`src/sv/assert_macros.svh`:
```
// Assertion macros used by the RGB to HSV RTL.
// Depends on nothing; the user supplies signals named clock and reset.
`ifndef ASSERT_MACROS_SVH
`define ASSERT_MACROS_SVH
`ifndef NO_ASSERTIONS
`define ASSERT_SAME_CYCLE(label, ante, cons, msg) \
   label: assert property (@(posedge clock) disable iff (reset) (ante) |-> (cons)) \
      else $error(msg);
`define ASSERT_NEXT_CYCLE(label, ante, cons, msg) \
   label: assert property (@(posedge clock) disable iff (reset) (ante) |=> (cons)) \
      else $error(msg);
`else
`define ASSERT_SAME_CYCLE(label, ante, cons, msg)
`define ASSERT_NEXT_CYCLE(label, ante, cons, msg)
`endif
`endif

```
`src/sv/rgbhsv_pkg.sv`:
```
// Types, constants and the division step function of the RGB to HSV converter.
// Used by rgbhsv_divider and rgb_to_hsv_converter_unit; depends on nothing.
package rgbhsv_pkg;

   localparam int CHAN_W             = 8;
   localparam int NUM_W              = 24;
   localparam int QUOT_W             = 16;
   localparam int DIV_STAGES         = 4;
   localparam int DIV_BITS_PER_STAGE = QUOT_W / DIV_STAGES;

   localparam logic [15:0] HUE_TURN   = 16'd23040;
   localparam logic [15:0] HUE_GREEN  = 16'd7680;
   localparam logic [15:0] HUE_BLUE   = 16'd15360;
   localparam logic [15:0] HUE_RED    = 16'd0;

   localparam logic [1:0] SECTOR_RED   = 2'd0;
   localparam logic [1:0] SECTOR_GREEN = 2'd1;
   localparam logic [1:0] SECTOR_BLUE  = 2'd2;

   typedef struct packed {
      logic [7:0] red_in;
      logic [7:0] green_in;
      logic [7:0] blue_in;
   } rgbhsv_req_type;

   typedef struct packed {
      logic [14:0] hue_out;
      logic [15:0] saturation_out;
      logic [7:0]  value_out;
   } rgbhsv_rsp_type;

   // Per-pixel information that rides alongside the two divisions.
   typedef struct packed {
      logic [7:0] value;
      logic [1:0] sector;
      logic       neg;
      logic       grey;
      logic       black;
   } hue_side_type;

   typedef struct packed {
      logic [NUM_W-1:0]  sat_num;
      logic [CHAN_W-1:0] sat_den;
      logic [NUM_W-1:0]  hue_num;
      logic [CHAN_W-1:0] hue_den;
      hue_side_type      side;
   } div_in_type;

   typedef struct packed {
      logic [QUOT_W-1:0] sat_quot;
      logic [QUOT_W-1:0] hue_quot;
      hue_side_type      side;
   } div_out_type;

   // The working word holds the partial remainder in its top byte and the
   // unused numerator bits below; quotient bits shift in at the bottom.
   // The numerator must be below den * 2**QUOT_W so the remainder fits.
   function automatic logic [NUM_W-1:0] div_digit(input logic [NUM_W-1:0] w,
                                                  input logic [CHAN_W-1:0] den);
      logic [NUM_W-1:0] acc;
      logic [CHAN_W:0]  t;
      acc = w;
      for (int i = 0; i < DIV_BITS_PER_STAGE; i++) begin
         t = {acc[NUM_W-1:QUOT_W], acc[QUOT_W-1]};
         if (t >= {1'b0, den}) begin
            acc = {CHAN_W'(t - {1'b0, den}), acc[QUOT_W-2:0], 1'b1};
         end else begin
            acc = {t[CHAN_W-1:0], acc[QUOT_W-2:0], 1'b0};
         end
      end
      return acc;
   endfunction

endpackage

```
`src/sv/rgb_to_hsv_converter_unit.sv`:
```
// Channel   | Direction | Handshake              | Payload
// req_      | in        | req_valid / req_stall  | rgbhsv_req_type (red, green, blue)
// rsp_      | out       | rsp_valid / rsp_stall  | rgbhsv_rsp_type (hue, saturation, value)
//
// One pixel per cycle while rsp_ is not stalled, through six register stages. The edge
// that accepts a request loads max, min and the numerators, the divider stages of four
// quotient bits each follow, and the output register then takes the hue offset result.
// Synchronous reset clears only the valid bits. Each stage loads whenever it
// is empty or its content moves on, so a stall on rsp_ fills the bubbles first.
// Top level of the RGB to HSV converter; depends on rgbhsv_pkg, rgbhsv_divider
// and assert_macros.svh.
`include "assert_macros.svh"

module rgb_to_hsv_converter_unit (
   input  logic                       clock,
   input  logic                       reset,
   input  logic                       req_valid,
   output logic                       req_stall,
   input  rgbhsv_pkg::rgbhsv_req_type req_data,
   output logic                       rsp_valid,
   input  logic                       rsp_stall,
   output rgbhsv_pkg::rgbhsv_rsp_type rsp_data
);
   import rgbhsv_pkg::*;

   // Front stage: extremes, sector and the two numerators.
   logic [7:0]      mx;
   logic [7:0]      mn;
   logic [7:0]      delta;
   logic [7:0]      pos_a;
   logic [7:0]      pos_b;
   logic [7:0]      abs_diff;
   div_in_type      front_in;
   logic            front_valid_ff;
   div_in_type      front_ff;
   logic            front_enable;

   logic            div_in_stall;
   logic            div_out_valid;
   logic            div_out_stall;
   div_out_type     div_out;

   logic            rsp_valid_ff;
   rgbhsv_rsp_type  rsp_ff;
   rgbhsv_rsp_type  rsp_in;
   logic            rsp_enable;
   logic [15:0]     offset;
   logic [15:0]     hue_q;
   logic [15:0]     hue_sum;

   always_comb begin
      mx = (req_data.red_in > req_data.green_in) ? req_data.red_in : req_data.green_in;
      mx = (mx > req_data.blue_in) ? mx : req_data.blue_in;
      mn = (req_data.red_in < req_data.green_in) ? req_data.red_in : req_data.green_in;
      mn = (mn < req_data.blue_in) ? mn : req_data.blue_in;
      delta = mx - mn;

      // The signed difference is pos_a - pos_b; ties for the maximum go to red,
      // then green.
      priority if (req_data.red_in == mx) begin
         front_in.side.sector = SECTOR_RED;
         pos_a = req_data.green_in;
         pos_b = req_data.blue_in;
      end else if (req_data.green_in == mx) begin
         front_in.side.sector = SECTOR_GREEN;
         pos_a = req_data.blue_in;
         pos_b = req_data.red_in;
      end else begin
         front_in.side.sector = SECTOR_BLUE;
         pos_a = req_data.red_in;
         pos_b = req_data.green_in;
      end
      front_in.side.neg = pos_a < pos_b;
      abs_diff = front_in.side.neg ? (pos_b - pos_a) : (pos_a - pos_b);

      front_in.side.value = mx;
      front_in.side.grey  = delta == 8'd0;
      front_in.side.black = mx == 8'd0;

      // 65535 * delta and 3840 * |diff| as shift-and-subtract.
      front_in.sat_num = {delta, 16'd0} - {16'd0, delta};
      front_in.sat_den = mx;
      front_in.hue_num = {4'd0, abs_diff, 12'd0} - {8'd0, abs_diff, 8'd0};
      front_in.hue_den = delta;
   end

   assign front_enable = !front_valid_ff || !div_in_stall;
   assign req_stall    = !front_enable;

   always_ff @(posedge clock) begin
      if (reset) begin
         front_valid_ff <= 1'b0;
      end else if (front_enable) begin
         front_valid_ff <= req_valid;
      end
      if (front_enable) begin
         front_ff <= front_in;
      end
   end

   rgbhsv_divider u_divider (
      .clock     (clock),
      .reset     (reset),
      .in_valid  (front_valid_ff),
      .in_stall  (div_in_stall),
      .in_data   (front_ff),
      .out_valid (div_out_valid),
      .out_stall (div_out_stall),
      .out_data  (div_out)
   );

   // Hue is offset plus or minus the quotient; only the red sector can wrap
   // below zero, and then a full turn is added.
   always_comb begin
      unique case (div_out.side.sector)
         SECTOR_RED:   offset = HUE_RED;
         SECTOR_GREEN: offset = HUE_GREEN;
         SECTOR_BLUE:  offset = HUE_BLUE;
         default:      offset = HUE_RED;
      endcase
      hue_q = div_out.hue_quot;
      if (!div_out.side.neg) begin
         hue_sum = offset + hue_q;
      end else if (hue_q > offset) begin
         hue_sum = HUE_TURN + offset - hue_q;
      end else begin
         hue_sum = offset - hue_q;
      end
      rsp_in.hue_out        = div_out.side.grey ? 15'd0 : hue_sum[14:0];
      rsp_in.saturation_out = div_out.side.black ? 16'd0 : div_out.sat_quot;
      rsp_in.value_out      = div_out.side.value;
   end

   assign rsp_enable    = !rsp_valid_ff || !rsp_stall;
   assign div_out_stall = !rsp_enable;

   always_ff @(posedge clock) begin
      if (reset) begin
         rsp_valid_ff <= 1'b0;
      end else if (rsp_enable) begin
         rsp_valid_ff <= div_out_valid;
      end
      if (rsp_enable) begin
         rsp_ff <= rsp_in;
      end
   end

   assign rsp_valid = rsp_valid_ff;
   assign rsp_data  = rsp_ff;

   `ASSERT_SAME_CYCLE(a_hue_range, rsp_valid_ff, rsp_ff.hue_out < HUE_TURN[14:0], "hue out of range")
   `ASSERT_SAME_CYCLE(a_black_zero, rsp_valid_ff && rsp_ff.value_out == 8'd0, rsp_ff.saturation_out == 16'd0 && rsp_ff.hue_out == 15'd0, "black pixel has nonzero hue or saturation")
   `ASSERT_SAME_CYCLE(a_stall_when_full, req_stall, front_valid_ff && div_in_stall, "request stalled with room in the front stage")
   `ASSERT_NEXT_CYCLE(a_accept_loads, req_valid && !req_stall, front_valid_ff, "accepted request missing from front stage")

endmodule

```
`src/sv/rgbhsv_divider.sv`:
```
// Pipelined restoring divider with two lanes (saturation and hue quotients).
// Depends on rgbhsv_pkg for the lane types and the per-stage step function.
module rgbhsv_divider (
   input  logic                    clock,
   input  logic                    reset,
   input  logic                    in_valid,
   output logic                    in_stall,
   input  rgbhsv_pkg::div_in_type  in_data,
   output logic                    out_valid,
   input  logic                    out_stall,
   output rgbhsv_pkg::div_out_type out_data
);
   import rgbhsv_pkg::*;

   logic                    valid_ff [DIV_STAGES];
   logic [NUM_W-1:0]        sat_w_ff [DIV_STAGES];
   logic [NUM_W-1:0]        hue_w_ff [DIV_STAGES];
   logic [CHAN_W-1:0]       sat_d_ff [DIV_STAGES];
   logic [CHAN_W-1:0]       hue_d_ff [DIV_STAGES];
   hue_side_type            side_ff  [DIV_STAGES];

   logic                    valid_src [DIV_STAGES];
   logic [NUM_W-1:0]        sat_w_src [DIV_STAGES];
   logic [NUM_W-1:0]        hue_w_src [DIV_STAGES];
   logic [CHAN_W-1:0]       sat_d_src [DIV_STAGES];
   logic [CHAN_W-1:0]       hue_d_src [DIV_STAGES];
   hue_side_type            side_src  [DIV_STAGES];
   logic                    enable    [DIV_STAGES];

   always_comb begin
      valid_src[0] = in_valid;
      sat_w_src[0] = in_data.sat_num;
      hue_w_src[0] = in_data.hue_num;
      sat_d_src[0] = in_data.sat_den;
      hue_d_src[0] = in_data.hue_den;
      side_src[0]  = in_data.side;
      for (int s = 1; s < DIV_STAGES; s++) begin
         valid_src[s] = valid_ff[s-1];
         sat_w_src[s] = sat_w_ff[s-1];
         hue_w_src[s] = hue_w_ff[s-1];
         sat_d_src[s] = sat_d_ff[s-1];
         hue_d_src[s] = hue_d_ff[s-1];
         side_src[s]  = side_ff[s-1];
      end
   end

   // A stage may load when it is empty or its content moves on this cycle,
   // so bubbles close up behind a stalled output.
   always_comb begin
      enable[DIV_STAGES-1] = !valid_ff[DIV_STAGES-1] || !out_stall;
      for (int s = DIV_STAGES - 2; s >= 0; s--) begin
         enable[s] = !valid_ff[s] || enable[s+1];
      end
   end

   assign in_stall = !enable[0];

   always_ff @(posedge clock) begin
      for (int s = 0; s < DIV_STAGES; s++) begin
         if (reset) begin
            valid_ff[s] <= 1'b0;
         end else if (enable[s]) begin
            valid_ff[s] <= valid_src[s];
         end
         if (enable[s]) begin
            sat_w_ff[s] <= div_digit(sat_w_src[s], sat_d_src[s]);
            hue_w_ff[s] <= div_digit(hue_w_src[s], hue_d_src[s]);
            sat_d_ff[s] <= sat_d_src[s];
            hue_d_ff[s] <= hue_d_src[s];
            side_ff[s]  <= side_src[s];
         end
      end
   end

   assign out_valid         = valid_ff[DIV_STAGES-1];
   assign out_data.sat_quot = sat_w_ff[DIV_STAGES-1][QUOT_W-1:0];
   assign out_data.hue_quot = hue_w_ff[DIV_STAGES-1][QUOT_W-1:0];
   assign out_data.side     = side_ff[DIV_STAGES-1];

endmodule
```
`config.mk`:
```
export PLATFORM = sky130hd
export DESIGN_NAME = rgb_to_hsv_converter_unit
export DESIGN_NICKNAME = d
export VERILOG_FILES = /design/src/sv/rgbhsv_pkg.sv /design/src/sv/rgb_to_hsv_converter_unit.sv /design/src/sv/rgbhsv_divider.sv
export VERILOG_INCLUDE_DIRS = /design/src /design/src/sv
export SDC_FILE = /design/constraint.sdc
export NUM_CORES = 1
export LEC_CHECK = 0
export ABC_AREA = 1
export BUFFER_PORTS_ARGS = -buffer_cell sky130_fd_sc_hd__buf_2
export CAP_MARGIN = 30
export CORE_MARGIN = 10
export CORE_UTILIZATION = 60
export CTS_CLUSTER_SIZE = 12
export DETAILED_ROUTE_END_ITERATION = 16
export PLACE_DENSITY_LB_ADDON = 0.15
export SLEW_MARGIN = 20
export SYNTH_ARGS = -nofsm -noshare
export SYNTH_HDL_FRONTEND = slang
export SYNTH_SLANG_ARGS = --single-unit
```
`constraint.sdc`:
```
create_clock -name clock -period 13.3 [get_ports clock]
set_input_delay 0.665 -clock clock [delete_from_list [all_inputs] [get_ports clock]]
set_output_delay 0.665 -clock clock [all_outputs]
set_load 0.01 [all_outputs]
```
Word-level counts from Yosys, hierarchy flattened
Memories as Yosys holds them, arrays and structs flattened. A register that Yosys moved wholly into a read port is not among the register bits.
Index checks and enable logic that the tools add are counted.
{ "word_totals": {"regBits": 91, "ram_bits": 312, "input_bits": 28, "elab_cells": 220, "mem_count": 6} }
{ "classes": {"add_sub_neg": 41, "magnitude_cmp": 38, "n_eq_ne": 4, "mux": 99, "bitwise": 4, "reduce_logical": 16} }
{ "memory_table": {"columns": ["name", "words", "width", "rd", "rd_clocked_by_memory_dff", "write_ports", "line", "text"], "rows": [
  ["u_divider.hue_w_ff", 4, 24, 4, 0, 4, "rgbhsv_divider.sv:17", "logic [NUM_W-1:0] hue_w_ff [DIV_STAGES];"],
  ["u_divider.sat_w_ff", 4, 24, 4, 1, 4, "rgbhsv_divider.sv:16", "logic [NUM_W-1:0] sat_w_ff [DIV_STAGES];"],
  ["u_divider.side_ff", 4, 13, 4, 0, 4, "rgbhsv_divider.sv:20", "hue_side_type side_ff [DIV_STAGES];"],
  ["u_divider.hue_d_ff", 4, 8, 3, 0, 4, "rgbhsv_divider.sv:19", "logic [CHAN_W-1:0] hue_d_ff [DIV_STAGES];"],
  ["u_divider.sat_d_ff", 4, 8, 3, 0, 4, "rgbhsv_divider.sv:18", "logic [CHAN_W-1:0] sat_d_ff [DIV_STAGES];"],
  ["u_divider.valid_ff", 4, 1, 4, 0, 4, "rgbhsv_divider.sv:15", "logic valid_ff [DIV_STAGES];"]
]} }
{ "op_table": {"columns": ["cell", "n"], "rows": [
  ["two-way mux 24 bit", 64],
  ["greater-or-equal comparator 9 x 8 -> 1 bit", 32],
  ["subtractor 8 bit", 35],
  ["two-way mux 8 bit", 9],
  ["two-way mux 15 bit", 2],
  ["one-hot mux 14 bit (2 select lines)", 1],
  ["< comparator 8 bit", 3],
  ["subtractor 24 x 8 -> 24 bit", 1],
  ["two-way mux 1 bit", 22],
  ["subtractor 20 x 16 -> 21 bit", 1],
  ["equality test 8 bit", 2],
  ["greater-than comparator 16 x 14 -> 1 bit", 1],
  ["greater-than comparator 8 bit", 2],
  ["logical NOT 8 bit", 2],
  ["adder 14 x 15 -> 15 bit", 1],
  ["adder 15 x 14 -> 15 bit, first input constant", 1],
  ["subtractor 14 x 15 -> 15 bit", 1],
  ["subtractor 15 bit", 1],
  ["logical NOT 1 bit", 8],
  ["logical OR 1 bit", 6],
  ["bitwise OR 1 bit", 4],
  ["equality test 2 x 1 -> 1 bit, second input constant", 1],
  ["equality test 2 bit, second input constant", 1],
  ["two-way mux 2 bit", 1]
]} }

Logic depth before layout (Yosys ltp)
{ "depth": {"depth_word": 16, "ltp_mapped": 61} }

Cells and area by module
From an unflattened synthesis, not the netlist that was laid out.
{ "hier_totals": {"hier_cells": 3661, "hier_area_um2": 30495.5} }
{ "by_module_without_submodules": {"columns": ["module", "n_inst", "cells_each", "area_per_inst_um2", "seq_area_each_um2"], "rows": [
  ["rgbhsv_divider", 1, 2657, 22579.2, 8408.1],
  ["rgb_to_hsv_converter_unit", 1, 1004, 7916.3, 2892.8]
]} }

Worst setup path before layout
Ideal clock, no wire load.
{ "synth_path": {"path_type": "register -> register", "startpoint": "memory u_divider.sat_d_ff[0][1]", "endpoint": "memory u_divider.sat_w_ff[1][18], data pin", "setup_time_ns": 0.258, "t_arrival_ns": 8.201, "path_slack_ns": 4.841, "stages_incl_launch_ff": 59, "path_cell_list": "edfxtp_1 inv_1 ha_1 inv_1 nor3_1 a21oi_1 nor2_1 nor2_1 o21bai_1 nand2_1 o311ai_1 clkbuf_1 mux2_2 ha_1 nand2_1 o21ai_0 a21oi_1 nor2_1 (+23 left out) clkbuf_1 o21ai_0 ha_1 a21oi_1 nand2_1 a21oi_1 inv_1 a21oi_1 inv_1 a21oi_1 o21bai_1 nand2_1 o311ai_0 a31oi_1 nand2_1 inv_1 buf_2 o21ai_1"} }
{ "synth_rtl": {"columns": ["item", "line"], "rows": [
  ["from (decl)", "rgbhsv_divider.sv:18"],
  ["to (decl)", "rgbhsv_divider.sv:16"]
]} }

==> summary.md <==
| Metric | Value |
|---|---|
| Status | complete, no violations |
| RSZ-0062 raised after global routing | false |
| Slew HR | 40.41% |
| CP max stage cell | edfxtp_1 |
| Sequential element share of the synthesized area | 37.60% |
| Crit-path max FO | 16 |
| DR DRC count | 0 |
| Sum of negative setup slack | 0 ps |
| Syn Inst Count | 3091 |
| CP Capture Type | register |
| Avg Vias per Cell | 5.664 |
| Crit path kind | register to register |
| Cell row count | 76 |
| Final Net Count | 3548 |
| Tmin final | 10070 ps |
| Fin. Hold Viols | 0 |
| Drt pass-1 iters | 6 |
| Remaining antenna violation count after routing | 0 |
| Die width | 229.4 um |
| Core Area | 0.04317 sq mm |
| All-Layer GR Usage | 23.14% |
| Slowest Stage Delay on Critical Path | 530 ps |
| Die height | 229.4 um |
| Avg Cell Area, Syn | 8.509 sq um |
| CTS tree | done |
| Synth unique cells | 59 |
| Clock Sinks | 330 |
| Post-CTS Resized | 0 |
| Net Count, Synth | 3475 |
| Post-synth ARST share | 0% |
| Antenna diode count | 0 |
| Clock transition at the registers of the reported paths | 60 ps |
| Final Cycle Share | 75.72% |
| Layout cells sized above 1 | 6.489% |
| Pin count of the biggest net entering global routing | 67 |
| DR vias | 21382 |
| Die ar. | 0.05261 sq mm |
| Final setup fails | 0 |
| Routed len/inst | 16.53 um |
| CTS Hold Bufs | 0 |
| Worst Setup Start Kind | register |
| Post-synthesis register bit count | 330 |
| Crit path DAT | 10340 ps |
| Io pins | 69 |
| Yosys warns | 0 |
| Post-DP HPWL | 49110 um |
| Initial Util | 60.92% |
| Worst path most repeated cell | a21oi_1 |
| Max Freq | 99.29 MHz |
| Latest clock arrival within the worst-skew pair | 550 ps |
| First-pass GRT wire length | 101000 um |
| Max clock buf depth | 3 |
| CP required | 13570 ps |
| Initial DRC count | 1570 |
| Fin. max-slew vios | 0 |
| Gr ovfl total | 0 |
| EDFF count, synth | 328 |
| Total CTS buffers | 38 |
| MaxCap Viol Count | 0 |
| IO Port Bufs | 68 |
| HP Class | register to register |
| Setup Skew | 17.66 ps |
| Root Buffer | clkbuf_16 |
| Placer congestion estimate | 0.9234 |
| Post-Syn Area | 0.02630 sq mm |
| Least-Margin Pin Slew | 893.8 ps |
| Initial antenna violation count | 2 |
| Total setup buffers inserted after CTS | 0 |
| Number of global-route vias before repair | 20360 |
| Area grow syn2layout | 8.563% |
| CTS H-tree lvls | 2 |
| Post-Route WL | 62390 um |
| Main flop type after synthesis | edfxtp_1 |
-- cell usage after synthesis (3+ instances only) --
master / number / area, sq um
a211oi_1: 13 / 97.59
a21o_1: 10 / 75.07
a21oi_1: 242 / 1211
a221o_1: 4 / 40.04
a221oi_1: 15 / 131.4
a31oi_1: 14 / 87.58
and2_1: 3 / 18.77
buf_2: 14 / 70.07
buf_6: 3 / 33.78
clkbuf_1: 25 / 93.84
clkinv_1: 3 / 11.26
edfxtp_1: 328 / 9849
fa_1: 31 / 620.6
ha_1: 325 / 4066
inv_1: 470 / 1764
inv_2: 7 / 26.28
mux2_2: 5 / 56.30
nand2_1: 530 / 1989
nand2_2: 15 / 93.84
nand3_1: 113 / 565.5
nand3_2: 3 / 30.03
nand4_1: 28 / 175.2
nor2_1: 272 / 1021
nor2_2: 6 / 37.54
nor3_1: 45 / 225.2
nor3b_1: 3 / 22.52
nor4_1: 14 / 87.58
o211ai_1: 8 / 60.06
o21a_1: 4 / 30.03
o21ai_0: 229 / 1146
o21ai_1: 9 / 45.04
o21bai_1: 30 / 225.2
o221ai_1: 6 / 52.55
o22ai_1: 4 / 25.02
o311ai_0: 6 / 52.55
o31ai_1: 21 / 157.7
or2_2: 26 / 162.7
xnor2_1: 55 / 481.7
xor2_1: 125 / 1095
-- through the flow --
| step | util, % | instance area, sq um | cells | hold slack, ps | setup WS (ps) |
|---|---|---|---|---|---|
| 3_3_place_gp | 63.03 | 27210 | 3705 | 401.1 | 3472 |
| 3_5_place_dp | 63.08 | 27230 | 3706 | 404.5 | 3298 |
| 5_1_grt | 66.14 | 28550 | 3775 | 382.5 | 2189 |
| 2_1_floorplan | - | 26300 | 3091 | 400.3 | 4841 |
| 6_report | 66.14 | 28550 | 3775 | 405.9 | 3229 |
| 4_1_cts | 66.09 | 28530 | 3772 | 370.6 | 3226 |
-- placed cells by master (no fill, tap or decap), types with 21 or more instances in the layout --
cell and instances:
fa_1 31, nor2_1 272, ha_1 325, xor2_1 125, inv_1 467, o21ai_0 229, nand4_1 28, buf_2 68
or2_2 26, xnor2_1 55, a21oi_1 242, o31ai_1 21, edfxtp_1 328, o21bai_1 30, nand3_1 113, nor3_1 45
nand2_1 527, clkbuf_16 41
-- per-layer routing --
| metal | GRT usage (%) | up-vias | share of wire (%) |
|---|---|---|---|
| met4 | 7.780 | 4 | 3.0 |
| li1 | - | 10682 | - |
| met3 | 3.968 | 128 | 6.0 |
| met1 | 30.83 | 9918 | 46 |
| met5 | 0 | - | 0.026 |
| met2 | 37.60 | 650 | 45 |
-- cell type report --
type | count | area, sq um
fill | 3563 | 14620
clock buffer | 50 | 1060
multi-input combinational | 2235 | 14400
clock inverter | 16 | 237.7
tap | 585 | 732.0
inverter | 480 | 1802
sequential | 330 | 9889
timing repair buffer | 79 | 435.4
-- cell families after synthesis --
| kind of cell | after synthesis | share of synthesized area (%) |
|---|---|---|
| simple gates | 1068 | 17.19 |
| compound gates | 625 | 13.45 |
| buf+inv | 526 | 7.688 |
| fa+ha+maj | 356 | 17.82 |
| flops | 330 | 37.60 |
| xor+xnor | 180 | 5.994 |
| mux | 6 | 0.2521 |
-- state kept, by name, indices dropped and copies added (netlist names) --
| name | cells |
|---|---|
| front_valid_ff | 1 |
| front_ff | 56 |
| u_divider.hue_d_ff | 24 |
| u_divider.sat_w_ff | 85 |
| rsp_valid | 1 |
| u_divider.sat_d_ff | 15 |
| u_divider.valid_ff | 4 |
| u_divider.hue_w_ff | 68 |
| u_divider.side_ff | 37 |
| rsp_data | 39 |
-- worst paths after layout --
path,end,startpoint,cells past startpoint,slack [ps]
setup / recovery,u_divider.hue_w_ff[1][19]$_DFFE_PP_,u_divider.hue_d_ff[0][1]$_DFFE_PP_,55,3230
setup reg to reg,u_divider.hue_w_ff[1][19]$_DFFE_PP_,u_divider.hue_d_ff[0][1]$_DFFE_PP_,55,3230
hold reg to reg,u_divider.sat_w_ff[2][13]$_DFFE_PP_,u_divider.sat_w_ff[1][9]$_DFFE_PP_,0,410
hold / removal,u_divider.sat_w_ff[2][13]$_DFFE_PP_,u_divider.sat_w_ff[1][9]$_DFFE_PP_,0,410
-- critical path: cells and delay by family (launching register included) --
family,cells,cell delay (ps)
AO/OA/AOI/OAI,25,4320
adder cells (fa/ha/maj),4,1370
buffers and inverters,8,1030
flip-flops,1,530
multiplexers,1,430
AND/OR/NAND/NOR,17,2070
Power is left out: the tool's default activity adds up to more than one toggle a clock period on the data nets, which glitch-free logic cannot reach.
